### src/design/prd_pkg.sv
// ----------------------------------------------------------------------------
// prd_pkg
// Shared types and constants of the pixel map run decoder: image formats,
// register indexes, field widths and the decoder state and run records.
// ----------------------------------------------------------------------------
package prd_pkg;

   localparam int WORD_W  = 32;
   localparam int COUNT_W = 25;
   localparam int FMT_W   = 2;
   localparam int CODE_W  = 8;
   localparam int LEN_W   = 7;
   localparam int CODES   = 4;
   localparam int IDX_W   = 2;
   localparam int CSR_IDX_W = 1;

   localparam logic [32:0] MaxPixels = 33'd16777216;

   localparam logic [FMT_W-1:0] FMT_RAW  = 2'd0;
   localparam logic [FMT_W-1:0] FMT_RLE  = 2'd1;
   localparam logic [FMT_W-1:0] FMT_RLE1 = 2'd2;

   localparam logic [CSR_IDX_W-1:0] CSR_IMAGE_FORMAT = 1'd0;
   localparam logic [CSR_IDX_W-1:0] CSR_PIXEL_COUNT  = 1'd1;

   typedef struct packed {
      logic [COUNT_W-1:0] pixels_left;
      logic               expect_count;
      logic [WORD_W-1:0]  held_pixel;
      logic [WORD_W-1:0]  fore_colour;
      logic               need_fore;
   } state_type;

   typedef struct packed {
      logic               emit;
      logic               word_done;
      logic [WORD_W-1:0]  pixel_value;
      logic [COUNT_W-1:0] run_length;
      logic               image_done;
      logic               last_of_word;
   } run_type;

endpackage

### src/design/prd_req_if.sv
// ----------------------------------------------------------------------------
// prd_req_if
// Input word channel of the pixel map run decoder.
// ----------------------------------------------------------------------------
interface prd_req_if;
   logic                       valid;
   logic                       ready;
   logic [prd_pkg::WORD_W-1:0] data_word;
   logic                       image_start;

   modport source (output valid, output data_word, output image_start, input ready);
   modport sink   (input valid, input data_word, input image_start, output ready);
endinterface

### src/design/prd_rsp_if.sv
// ----------------------------------------------------------------------------
// prd_rsp_if
// Pixel run channel of the pixel map run decoder.
// ----------------------------------------------------------------------------
interface prd_rsp_if;
   logic                        valid;
   logic                        ready;
   logic [prd_pkg::WORD_W-1:0]  pixel_value;
   logic [prd_pkg::COUNT_W-1:0] run_length;
   logic                        image_done;
   logic                        last_of_word;

   modport source (output valid, output pixel_value, output run_length,
                   output image_done, output last_of_word, input ready);
   modport sink   (input valid, input pixel_value, input run_length,
                   input image_done, input last_of_word, output ready);
endinterface

### src/design/pixmap_run_decoder_core.sv
// ----------------------------------------------------------------------------
// pixmap_run_decoder_core
// Decodes the words of a compressed image into ARGB pixel runs.
// ----------------------------------------------------------------------------
// Usage:
//   csr_*     : write image_format and pixel_count while the decoder is idle.
//   req_chan  : 32-bit stream words; image_start marks the first word of an
//               image and reloads the pixel count.
//   rsp_chan  : pixel runs (value, length, image done, last of word).
// Timing:
//   A word is taken into a one-word buffer and decoded one code per cycle
//   while the output is not stalled; its runs pass from the buffer through
//   the result register. Raw and RLE words are decoded in a single step, so
//   a word may follow in every cycle while runs are accepted. An RLE1 code
//   word is decoded one packed code at a time, up to its last code.
//   A new word is taken in the cycle the buffered word finishes, while the
//   last run still waits in the result register.
// Reset:
//   CSRs, valid flags, word index and decoder state clear; nothing is pending.
// Stall:
//   With rsp_chan.ready low the result holds and decoding pauses at the
//   next run; the word buffer then fills and req_chan.ready drops.
// ----------------------------------------------------------------------------
module pixmap_run_decoder_core (
   input  logic                              clock,
   input  logic                              reset,
   input  logic                              csr_wr_en,
   input  logic [prd_pkg::CSR_IDX_W-1:0]     csr_index,
   input  logic [prd_pkg::COUNT_W-1:0]       csr_wdata,
   prd_req_if.sink                           req_chan,
   prd_rsp_if.source                         rsp_chan
);

   logic [prd_pkg::FMT_W-1:0]   format_ff;
   logic [prd_pkg::COUNT_W-1:0] count_ff;

   logic                        buf_vld_ff;
   logic [prd_pkg::WORD_W-1:0]  buf_word_ff;
   logic                        buf_start_ff;
   logic [prd_pkg::IDX_W-1:0]   idx_ff;

   prd_pkg::state_type          state_ff;
   prd_pkg::state_type          state_in;
   prd_pkg::run_type            run;

   logic                        rsp_vld_ff;
   logic [prd_pkg::WORD_W-1:0]  rsp_value_ff;
   logic [prd_pkg::COUNT_W-1:0] rsp_len_ff;
   logic                        rsp_done_ff;
   logic                        rsp_last_ff;

   logic                        out_free;
   logic                        advance;
   logic                        req_xfer;

   prd_step u_step (
      .word         (buf_word_ff),
      .start        (buf_start_ff),
      .idx          (idx_ff),
      .image_format (format_ff),
      .pixel_count  (count_ff),
      .state        (state_ff),
      .state_next   (state_in),
      .run          (run)
   );

   assign out_free       = !rsp_vld_ff || rsp_chan.ready;
   assign advance        = buf_vld_ff && (out_free || !run.emit);
   assign req_chan.ready = !buf_vld_ff || (advance && run.word_done);
   assign req_xfer       = req_chan.valid && req_chan.ready;

   assign rsp_chan.valid        = rsp_vld_ff;
   assign rsp_chan.pixel_value  = rsp_value_ff;
   assign rsp_chan.run_length   = rsp_len_ff;
   assign rsp_chan.image_done   = rsp_done_ff;
   assign rsp_chan.last_of_word = rsp_last_ff;

   always_ff @(posedge clock) begin
      if (reset) begin
         format_ff <= prd_pkg::FMT_RAW;
         count_ff  <= '0;
      end else if (csr_wr_en) begin
         unique case (csr_index)
            prd_pkg::CSR_IMAGE_FORMAT: format_ff <= csr_wdata[prd_pkg::FMT_W-1:0];
            prd_pkg::CSR_PIXEL_COUNT:  count_ff  <= csr_wdata;
            default:                   count_ff  <= count_ff;
         endcase
      end
   end

   always_ff @(posedge clock) begin
      if (reset) begin
         buf_vld_ff <= 1'b0;
         idx_ff     <= '0;
      end else if (req_xfer) begin
         buf_vld_ff <= 1'b1;
         idx_ff     <= '0;
      end else if (advance) begin
         if (run.word_done) begin
            buf_vld_ff <= 1'b0;
         end else begin
            idx_ff <= idx_ff + 2'd1;
         end
      end
   end

   always_ff @(posedge clock) begin
      if (req_xfer) begin
         buf_word_ff  <= req_chan.data_word;
         buf_start_ff <= req_chan.image_start;
      end
   end

   always_ff @(posedge clock) begin
      if (reset) begin
         state_ff <= '0;
      end else if (advance) begin
         state_ff <= state_in;
      end
   end

   always_ff @(posedge clock) begin
      if (reset) begin
         rsp_vld_ff <= 1'b0;
      end else if (advance && run.emit) begin
         rsp_vld_ff <= 1'b1;
      end else if (rsp_chan.ready) begin
         rsp_vld_ff <= 1'b0;
      end
   end

   always_ff @(posedge clock) begin
      if (advance && run.emit) begin
         rsp_value_ff <= run.pixel_value;
         rsp_len_ff   <= run.run_length;
         rsp_done_ff  <= run.image_done;
         rsp_last_ff  <= run.last_of_word;
      end
   end

endmodule

### src/design/prd_step.sv
// ----------------------------------------------------------------------------
// prd_step
// One decode step on the buffered word: at most one run and the next state.
// ----------------------------------------------------------------------------
module prd_step (
   input  logic [prd_pkg::WORD_W-1:0]  word,
   input  logic                        start,
   input  logic [prd_pkg::IDX_W-1:0]   idx,
   input  logic [prd_pkg::FMT_W-1:0]   image_format,
   input  logic [prd_pkg::COUNT_W-1:0] pixel_count,
   input  prd_pkg::state_type          state,
   output prd_pkg::state_type          state_next,
   output prd_pkg::run_type            run
);

   logic                        first;
   logic [prd_pkg::COUNT_W-1:0] sat_count;
   logic [prd_pkg::COUNT_W-1:0] left;
   logic                        expect_count;
   logic                        need_fore;
   logic [prd_pkg::WORD_W-1:0]  argb;
   logic [prd_pkg::CODE_W-1:0]  code;
   logic [prd_pkg::LEN_W-1:0]   len0, len1, len2, len3;
   logic                        later_nz;
   logic [prd_pkg::WORD_W-1:0]  req_len;
   logic [prd_pkg::COUNT_W-1:0] clip_len;
   logic [prd_pkg::COUNT_W-1:0] left_after;

   assign first     = start && (idx == '0);
   assign sat_count = ({8'd0, pixel_count} > prd_pkg::MaxPixels)
                      ? prd_pkg::MaxPixels[prd_pkg::COUNT_W-1:0] : pixel_count;
   assign left         = first ? sat_count : state.pixels_left;
   assign expect_count = first ? 1'b0 : state.expect_count;
   assign need_fore    = first ? (image_format == prd_pkg::FMT_RLE1) : state.need_fore;
   assign argb         = {word[7:0], word[31:8]};

   assign len0 = word[30:24];
   assign len1 = word[22:16];
   assign len2 = word[14:8];
   assign len3 = word[6:0];

   always_comb begin
      unique case (idx)
         2'd0: begin
            code     = word[31:24];
            later_nz = (len1 != '0) || (len2 != '0) || (len3 != '0);
         end
         2'd1: begin
            code     = word[23:16];
            later_nz = (len2 != '0) || (len3 != '0);
         end
         2'd2: begin
            code     = word[15:8];
            later_nz = (len3 != '0);
         end
         default: begin
            code     = word[7:0];
            later_nz = 1'b0;
         end
      endcase
   end

   always_comb begin
      if (image_format == prd_pkg::FMT_RLE) begin
         req_len = word;
      end else if (image_format == prd_pkg::FMT_RLE1) begin
         req_len = {25'd0, code[prd_pkg::LEN_W-1:0]};
      end else begin
         req_len = 32'd1;
      end
      clip_len   = (req_len < {7'd0, left}) ? req_len[prd_pkg::COUNT_W-1:0] : left;
      left_after = left - clip_len;
   end

   always_comb begin
      state_next              = state;
      state_next.pixels_left  = left;
      state_next.expect_count = expect_count;
      state_next.need_fore    = need_fore;
      run.emit         = 1'b0;
      run.word_done    = 1'b1;
      run.pixel_value  = argb;
      run.run_length   = clip_len;
      run.image_done   = (left_after == '0);
      run.last_of_word = 1'b1;
      if (left != '0) begin
         unique case (image_format)
            prd_pkg::FMT_RAW: begin
               run.emit               = 1'b1;
               state_next.pixels_left = left_after;
            end
            prd_pkg::FMT_RLE: begin
               if (!expect_count) begin
                  state_next.held_pixel   = argb;
                  state_next.expect_count = 1'b1;
               end else begin
                  state_next.expect_count = 1'b0;
                  run.pixel_value         = state.held_pixel;
                  if (word != '0) begin
                     run.emit               = 1'b1;
                     state_next.pixels_left = left_after;
                  end
               end
            end
            prd_pkg::FMT_RLE1: begin
               if (need_fore) begin
                  state_next.fore_colour = argb;
                  state_next.need_fore   = 1'b0;
               end else begin
                  run.pixel_value = code[prd_pkg::CODE_W-1] ? state.fore_colour : '0;
                  if (code[prd_pkg::LEN_W-1:0] != '0) begin
                     run.emit               = 1'b1;
                     state_next.pixels_left = left_after;
                     run.last_of_word       = (left_after == '0) || !later_nz;
                     run.word_done          = (idx == 2'd3) || (left_after == '0);
                  end else begin
                     run.word_done = (idx == 2'd3);
                  end
               end
            end
            default: begin
               run.emit = 1'b0;
            end
         endcase
      end
   end

endmodule

### src/flat_wrapper.sv
// flat-port wrapper written by rule: the top's interface ports become plain ports
module pixmap_run_decoder_core_flat 
  (clock, reset, csr_wr_en, csr_index, csr_wdata, req_chan_valid, req_chan_data_word, req_chan_image_start, req_chan_ready, rsp_chan_valid, rsp_chan_pixel_value, rsp_chan_run_length, rsp_chan_image_done, rsp_chan_last_of_word, rsp_chan_ready);
  prd_req_if req_chan_i ();
  prd_rsp_if rsp_chan_i ();
  input  logic clock;
  input  logic reset;
  input  logic csr_wr_en;
  input  logic [prd_pkg::CSR_IDX_W-1:0] csr_index;
  input  logic [prd_pkg::COUNT_W-1:0] csr_wdata;
  input wire logic [$bits(req_chan_i.valid)-1:0] req_chan_valid;
  input wire logic [$bits(req_chan_i.data_word)-1:0] req_chan_data_word;
  input wire logic [$bits(req_chan_i.image_start)-1:0] req_chan_image_start;
  output wire logic [$bits(req_chan_i.ready)-1:0] req_chan_ready;
  output wire logic [$bits(rsp_chan_i.valid)-1:0] rsp_chan_valid;
  output wire logic [$bits(rsp_chan_i.pixel_value)-1:0] rsp_chan_pixel_value;
  output wire logic [$bits(rsp_chan_i.run_length)-1:0] rsp_chan_run_length;
  output wire logic [$bits(rsp_chan_i.image_done)-1:0] rsp_chan_image_done;
  output wire logic [$bits(rsp_chan_i.last_of_word)-1:0] rsp_chan_last_of_word;
  input wire logic [$bits(rsp_chan_i.ready)-1:0] rsp_chan_ready;
  assign req_chan_i.valid = req_chan_valid;
  assign req_chan_i.data_word = req_chan_data_word;
  assign req_chan_i.image_start = req_chan_image_start;
  assign req_chan_ready = req_chan_i.ready;
  assign rsp_chan_valid = rsp_chan_i.valid;
  assign rsp_chan_pixel_value = rsp_chan_i.pixel_value;
  assign rsp_chan_run_length = rsp_chan_i.run_length;
  assign rsp_chan_image_done = rsp_chan_i.image_done;
  assign rsp_chan_last_of_word = rsp_chan_i.last_of_word;
  assign rsp_chan_i.ready = rsp_chan_ready;
  pixmap_run_decoder_core u_core (.clock(clock), .reset(reset), .csr_wr_en(csr_wr_en), .csr_index(csr_index), .csr_wdata(csr_wdata), .req_chan(req_chan_i), .rsp_chan(rsp_chan_i));
endmodule
### config.mk
export PLATFORM = sky130hd
export DESIGN_NAME = pixmap_run_decoder_core_flat
export DESIGN_NICKNAME = d
export VERILOG_FILES = /design/src/design/prd_pkg.sv /design/src/design/prd_req_if.sv /design/src/design/prd_rsp_if.sv /design/src/design/pixmap_run_decoder_core.sv /design/src/design/prd_step.sv /design/src/flat_wrapper.sv
export SDC_FILE = /design/constraint.sdc
export NUM_CORES = 1
export LEC_CHECK = 0
export ABC_AREA = 1
export BUFFER_PORTS_ARGS = -buffer_cell sky130_fd_sc_hd__clkbuf_2
export CAP_MARGIN = 15
export CORE_MARGIN = 3
export CORE_UTILIZATION = 25
export CTS_CLUSTER_SIZE = 20
export DETAILED_ROUTE_END_ITERATION = 12
export GPL_TIMING_DRIVEN = 0
export SKIP_CTS_REPAIR_TIMING = 1
export SLEW_MARGIN = 20
export SYNTH_ARGS = -nofsm -noshare
export SYNTH_HDL_FRONTEND = slang
export SYNTH_SLANG_ARGS = --single-unit
### constraint.sdc
create_clock -name clock -period 6.5 [get_ports clock]
set_clock_uncertainty 0.1 [all_clocks]
set_input_delay 0.975 -clock clock [delete_from_list [all_inputs] [get_ports clock]]
set_output_delay 0.975 -clock clock [all_outputs]
set_load 0.005 [all_outputs]
==> impl_metrics.toml, run 1 <==
[status]
status = "complete, but fails checks"
failed_checks = "setup timing"

[synthesis]
synthTopCellsByArea = "edfxtp_1 22%, dfxtp_1 19%, nand2_1 9.9%"
yosys.area_share.adder_pct = 4.586
syn_area_per_cell_um2 = 7.457
ys_seq_area_share_pct = 40.94
synth_top_family_by_area = "simple AND/OR/NAND/NOR gates"
ys.flop_type = "dfxtp_1"
synthesis.instances = 1705
synth-xor-area-share_pct = 0.6692
synth_edf_count = 92
yosysTopAreaCellShare_pct = 21.73
synth_compound_area_share_pct = 19.13
synth-simple-area-share_pct = 25.66
synth_nets = 1815
synth_cell_types = 56
synth_area_mm2 = 0.01271
synth-seq-cells = 214
synth_warnings = 0
synthMuxAreaShare_pct = 0
synth_largest_area_cell = "edfxtp_1"
async_reset_ff_share_pct = 0

[detailed_routing]
wirelength_um = 50110
wl_met3_um = 3372
highest_layer = "met4"
dr.pass1.iters = 5
drc = 0
drt-initial-drc-count = 1498
vias = 13158
drtAntennaViolNets = 0
route.met2.wl_um = 24260
via_per_inst = 5.005
wire_per_inst_um = 19.06
wl_met1_um = 20370

[critical_path]
slowest_stage = "or4_4"
critPathMaxFanout = 8
cp_common_cell = "nand2_1"
required_ns = 5.42
crit_path_max_incr_delay_ns = 0.53
end_kind = "output port"
crit_path_start_kind = "flip-flop"
path_class = "reg2out"
cp_data_arrival_time_ns = 6.46

[min_path]
hold_path_class = "reg2reg"

[cells_and_area]
layout_commonest_cell = "nand2_1"
drive_gt1_share_pct = 23.81
final_area_mm2 = 0.01683
fin_nets = 2047
area_growth_pct = 32.42
insertedDiodeCount = 0
final_cell_mix = "329 x nand2_1, 180 x inv_1, 152 x a21oi_1"

[floorplanning]
die_height_um = 231.5
core_mm2 = 0.05017
rows = 82
io-pin-count = 125
dieWidth_um = 231.5
initial_utilization_pct = 25.34
die_area_mm2 = 0.05359

[global_route]
grt_pass1_wl_um = 71100
grt_pass1_vias = 12007
grt_overflow = 0
grt_use_total_pct = 17.08
grt_max_degree = 69
grt_antenna_before_repair = 0

[sta]
setup_viol_count_final = 37
fmax_mhz = 132.7
maxSlewViolCount = 0
max_slew.worst_pin.slew_ns = 0.7890
rsz0062_at_grt = "yes"
timing.slew.headroom_pct = 47.40
layout_setup_ws_ns = -1.038
hold_viol_final = 0
period_minus_slack_ns = 7.538
post-route-period-util_pct = 116.0

[cts]
cts_root_buffer = "clkbuf_16"
clk_latency_ns = 0.58
clkTransAtPathRegs_ns = 0.06
cts_tree = "yes"
cts.sinks = 214
cts_buffer_depth = 3
cts_buffers = 26
h-tree-depth = 1

[place]
placed_area_mm2 = 0.01420
dp_hpwl_um = 36660
place_congestion = 0.9367
io_buffers = 124

[power_and_ir_drop]
ir_drop_v = 0.0001734
total_power_w = 0.004967
p_per_area_mw_per_mm2 = 295.1
p_leak_nw = 7.130

[run]
cap_violations = 0
-- report_power, final --
group | internal [W] | leakage [nW] | total [W] | switching (W)
clock network | 0.000827 | 0.400 | 0.00146 | 0.000631
registers | 0.00153 | 1.88 | 0.00160 | 0.0000725
logic | 0.000692 | 4.85 | 0.00191 | 0.00122
-- cells in the mapped netlist, types with 9 or more instances --
master,number
a21oi_1,154
nand3_1,92
nor2_2,13
o21ai_0,158
clkbuf_1,60
o22ai_1,14
buf_1,9
dfxtp_1,122
nor2_1,154
o21ai_1,9
nand2_2,19
inv_1,189
or2_0,30
a31oi_1,63
ha_1,45
edfxtp_1,92
inv_2,18
nand4_2,14
a221oi_1,11
nand4_1,16
nand2_1,335
buf_2,12
-- metrics by stage --
step / cells / worst slack (ns) / utilization [%] / hold slack [ns] / TNS (ns)
6_report: 2629 / -1.038 / 33.56 / 0.3605 / -32.67
5_1_grt: 2629 / -1.250 / 33.56 / 0.3768 / -40.77
4_1_cts: 2549 / -2.819 / 30.01 / 0.3602 / -86.03
3_5_place_dp: 2501 / -2.197 / 28.31 / 0.3505 / -84.39
3_3_place_gp: 2501 / -2.176 / 28.30 / 0.3445 / -108.81
2_1_floorplan: 1705 / 0.004494 / - / 0.3370 / 0
-- logic make-up after synthesis --
kind of cell    Yosys count
xor+xnor                  8
flops                   214
compound gates          439
simple gates            705
fa+ha+maj                46
buf+inv                 293
-- final timing paths --
path	start	endpoint	slack (ns)	depth (start not counted)
worst max-delay path	u_core.count_ff[22]	req_chan_ready	-1.04	37
worst min-delay path	u_core.state_ff[46]	u_core.state_ff[46]	0.36	2
worst max register to register	u_core.idx_ff[1]	u_core.buf_word_ff[4]	-0.95	48
worst min register to register	u_core.state_ff[46]	u_core.state_ff[46]	0.36	2
-- layout make-up --
cell class                      count  area (um^2)
Fill cell                        5234        33340
Multi-Input combinational cell   1198         7133
Sequential cell                   214         5239
Timing Repair Buffer              202         1410
Tap cell                          672        840.8
Inverter                          209        818.3
Clock buffer                       31        669.4
Buffer                             84        521.8
Clock inverter                     17        186.4
Timing Repair inverter              2        16.27
-- worst max-delay path: cells and delay by family (launching register included) --
| kind | cells | cell delay, ns |
|---|---|---|
| adders and majority gates | 2 | 0.55 |
| and+or+nand+nor | 23 | 2.79 |
| buffers and inverters | 6 | 0.91 |
| xor gates and xnor gates | 1 | 0.13 |
| DFF | 1 | 0.34 |
| AOI/OAI and AO/OA | 5 | 1.13 |
-- sequential cells by signal, indices dropped and copies added, names as in the netlist --
signal	count
u_core.buf_vld_ff	1
u_core.count_ff	25
u_core.buf_start_ff	1
u_core.state_ff	91
u_core.rsp_chan.last_of_word	1
u_core.rsp_chan.image_done	1
u_core.buf_word_ff	32
u_core.format_ff	2
u_core.rsp_chan.pixel_value	32
u_core.rsp_chan.run_length	25
u_core.idx_ff	2
u_core.rsp_chan.valid	1
-- layer usage --
metal | global-route usage, % | vias up
met4 | 4.590 | 0
li1 | - | 6244
met5 | 0 | -
met2 | 30.11 | 586
met3 | 2.495 | 118
met1 | 21.76 | 6210
No activity file was read; power rests on OpenSTA's default activity.
==> run 2: changes to the inputs <==
--- a/config.mk
+++ b/config.mk
@@ -5,7 +5,6 @@
 export SDC_FILE = /design/constraint.sdc
 export NUM_CORES = 1
 export LEC_CHECK = 0
-export ABC_AREA = 1
 export BUFFER_PORTS_ARGS = -buffer_cell sky130_fd_sc_hd__clkbuf_2
 export CAP_MARGIN = 15
 export CORE_MARGIN = 3
==> run 2 against run 1 <==
The flow still finishes with violations (setup timing); routed wire length is 7.2% higher; synthesized cell count is 7.3% lower; core utilization is 0.34 points higher; fmax is 13% lower; combinational power is 20% higher; worst setup slack worse by 1.1 ns; total power is 6.2% higher; worst hold slack worse by 0.0032 ns; non-clock buffer count is 22 higher; area after synthesis is 3.2% higher; global-route usage is 0.65 points higher; register-to-register slack worse by 0.29 ns; critical path type unchanged; largest cell class unchanged.
==> impl_metrics.toml, run 2 <==
[status]
status = "complete, but fails checks"
failed_checks = "setup timing"

[power_and_ir_drop]
p_leak_nw = 6.777
p_per_area_mw_per_mm2 = 301.6
ir_drop_v = 0.0001690

[sta]
fmax_mhz = 115.4
layout_setup_ws_ns = -2.167
max_slew.worst_pin.slew_ns = 1.019
period_minus_slack_ns = 8.667
hold_slack_ns = 0.3573
timing.slew.headroom_pct = 31.52
post-route-period-util_pct = 133.3
hold_viol_final = 0
rsz0062_at_grt = "yes"
setup_viol_count_final = 47
maxSlewViolCount = 0

[place]
io_buffers = 123
dp_hpwl_um = 40530
place_congestion = 0.9836
dp.cells = 2385
dp_worst_setup_slack_ns = -2.737

[cells_and_area]
fill_cells = 5244
top_register = "u_core.state_ff"
drive_gt1_share_pct = 27.30
area_growth_pct = 33.31
seq_area_mm2 = 0.005218
final_cells = 2515
layout_commonest_cell = "nand2_1"
fin_nets = 1928
multi_input_area_mm2 = 0.008337
final_cell_mix = "266 x nand2_1, 166 x a21oi_1, 123 x clkbuf_2"
largest_register_ffs = 91
insertedDiodeCount = 0

[floorplanning]
initial_utilization_pct = 25.42
core_mm2 = 0.05161
rows = 83
io-pin-count = 125
die_area_mm2 = 0.05527
die_height_um = 235.1
dieWidth_um = 235.1

[synthesis]
ys_seq_area_share_pct = 39.66
synthesis.instances = 1580
synth_nets = 1690
syn_area_per_cell_um2 = 8.305
yosysMostFrequentCell = "nand2_1"
synth_edf_count = 92
synth-seq-cells = 214
synth_largest_area_cell = "edfxtp_1"
synth_cell_types = 102
synthTopCellsByArea = "edfxtp_1 21%, dfxtp_1 19%, nand2_1 8.1%"
synth_area_mm2 = 0.01312
async_reset_ff_share_pct = 0
ys.flop_type = "dfxtp_1"
ys_top_cells_by_count = "282 x nand2_1, 187 x a21oi_1, 122 x dfxtp_1, 122 x nor2_1, 92 x edfxtp_1"
synth_warnings = 0
yosysTopAreaCellShare_pct = 21.05

[run]
cap_violations = 0

[cts]
cts.sinks = 214
clk_latency_ns = 0.56
clkTransAtPathRegs_ns = 0.06
h-tree-depth = 1
cts_root_buffer = "clkbuf_16"
cts_buffers = 25
cts_tree = "yes"
cts_buffer_depth = 3

[detailed_routing]
wire_per_inst_um = 21.35
drt-initial-drc-count = 1412
drtAntennaViolNets = 0
drc = 0
wirelength_um = 53700
via_per_inst = 5.384
vias = 13542
dr.pass1.iters = 6

[critical_path]
rrSetupSlack_ns = -1.24
slowest_stage = "or4b_4"
critPathBufInv = 9
crit_end = "req_chan_ready"
crit_path_start_kind = "flip-flop"
path_class = "reg2out"
crit_start = "u_core.count_ff[0]"
cp_data_arrival_time_ns = 7.59
crit_cells = 33
rr_startpoint = "u_core.count_ff[0]"
reg2regPathDepth = 35
critPathMaxFanout = 10
crit_path_max_incr_delay_ns = 0.52
cp_common_cell = "buf_8"
path_delay_family = "simple AND/OR/NAND/NOR gates"
end_kind = "output port"
required_ns = 5.42
reg2reg_to = "u_core.buf_word_ff[20]"

[global_route]
grt_pass1_vias = 12436
grt_antenna_before_repair = 0
grt_max_degree = 34
grt_use_total_pct = 17.73
grt_overflow = 0
grt_pass1_wl_um = 76950

[min_path]
hold_path_class = "reg2reg"
hold_path_depth = 2
==> run 2: power breakdown <==
| group | switching, W | internal [W] | leakage, nW | total [W] |
|---|---|---|---|---|
| Sequential | 0.0000615 | 0.00148 | 1.87 | 0.00154 |
| Clock | 0.000597 | 0.000833 | 0.400 | 0.00143 |
| Combinational | 0.00132 | 0.000982 | 4.50 | 0.00230 |
==> run 2: final cells by class <==
type,instances,share of cell area [%]
Multi-Input combinational cell,1205,47.65
Clock inverter,10,0.5650
Timing Repair Buffer,212,8.003
Tap cell,680,4.863
Buffer,96,3.469
Sequential cell,214,29.82
Inverter,64,1.438
Clock buffer,34,4.184
==> run 2: worst min path at each step <==
stage	start	endpoint	slack, ns
after floorplan	u_core.state_ff[69]	u_core.state_ff[69]	0.33
after global placement	u_core.state_ff[14]	u_core.state_ff[14]	0.34
after detailed placement	u_core.state_ff[18]	u_core.state_ff[18]	0.35
after CTS	u_core.state_ff[18]	u_core.state_ff[18]	0.36
after global routing	u_core.state_ff[18]	u_core.state_ff[18]	0.38
final	u_core.state_ff[18]	u_core.state_ff[18]	0.36
==> run 2: cell families after synthesis <==
logic type | Yosys count | share of synthesized area (%)
AND/OR/NAND/NOR | 593 | 20.95
AO/OA/AOI/OAI | 522 | 26.40
buffers and inverters | 163 | 5.330
multiplexers | 10 | 0.7914
flip-flops | 214 | 39.66
adder cells (fa/ha/maj) | 52 | 4.929
XOR/XNOR | 26 | 1.936
==> run 2: stage by stage <==
stage	total power [W]	utilization [%]	cell area (um^2)	setup TNS [ns]
after global routing	0.005480	33.89	17490	-60.72
final	0.005276	33.89	17490	-47.84
after detailed placement	0.003173	28.81	14870	-115.34
after global placement	0.003177	28.72	14820	-212.38
after CTS	0.004623	30.42	15700	-116.94
after floorplan	0.002631	-	13360	-17.41
==> run 2: routing by layer <==
layer	track usage, %	vias up	wire, um
met3	2.249	93	3619
met5	0	-	0
met2	28.21	575	24430
li1	-	6261	-
met1	24.90	6613	24040
met4	5.862	0	1601
==> run 2: tightest hold or removal path: stages, from the launching register on <==
cell	delay [ns]
dfxtp_1	0.31
nand2_1	0.05
a21oi_1	0.05
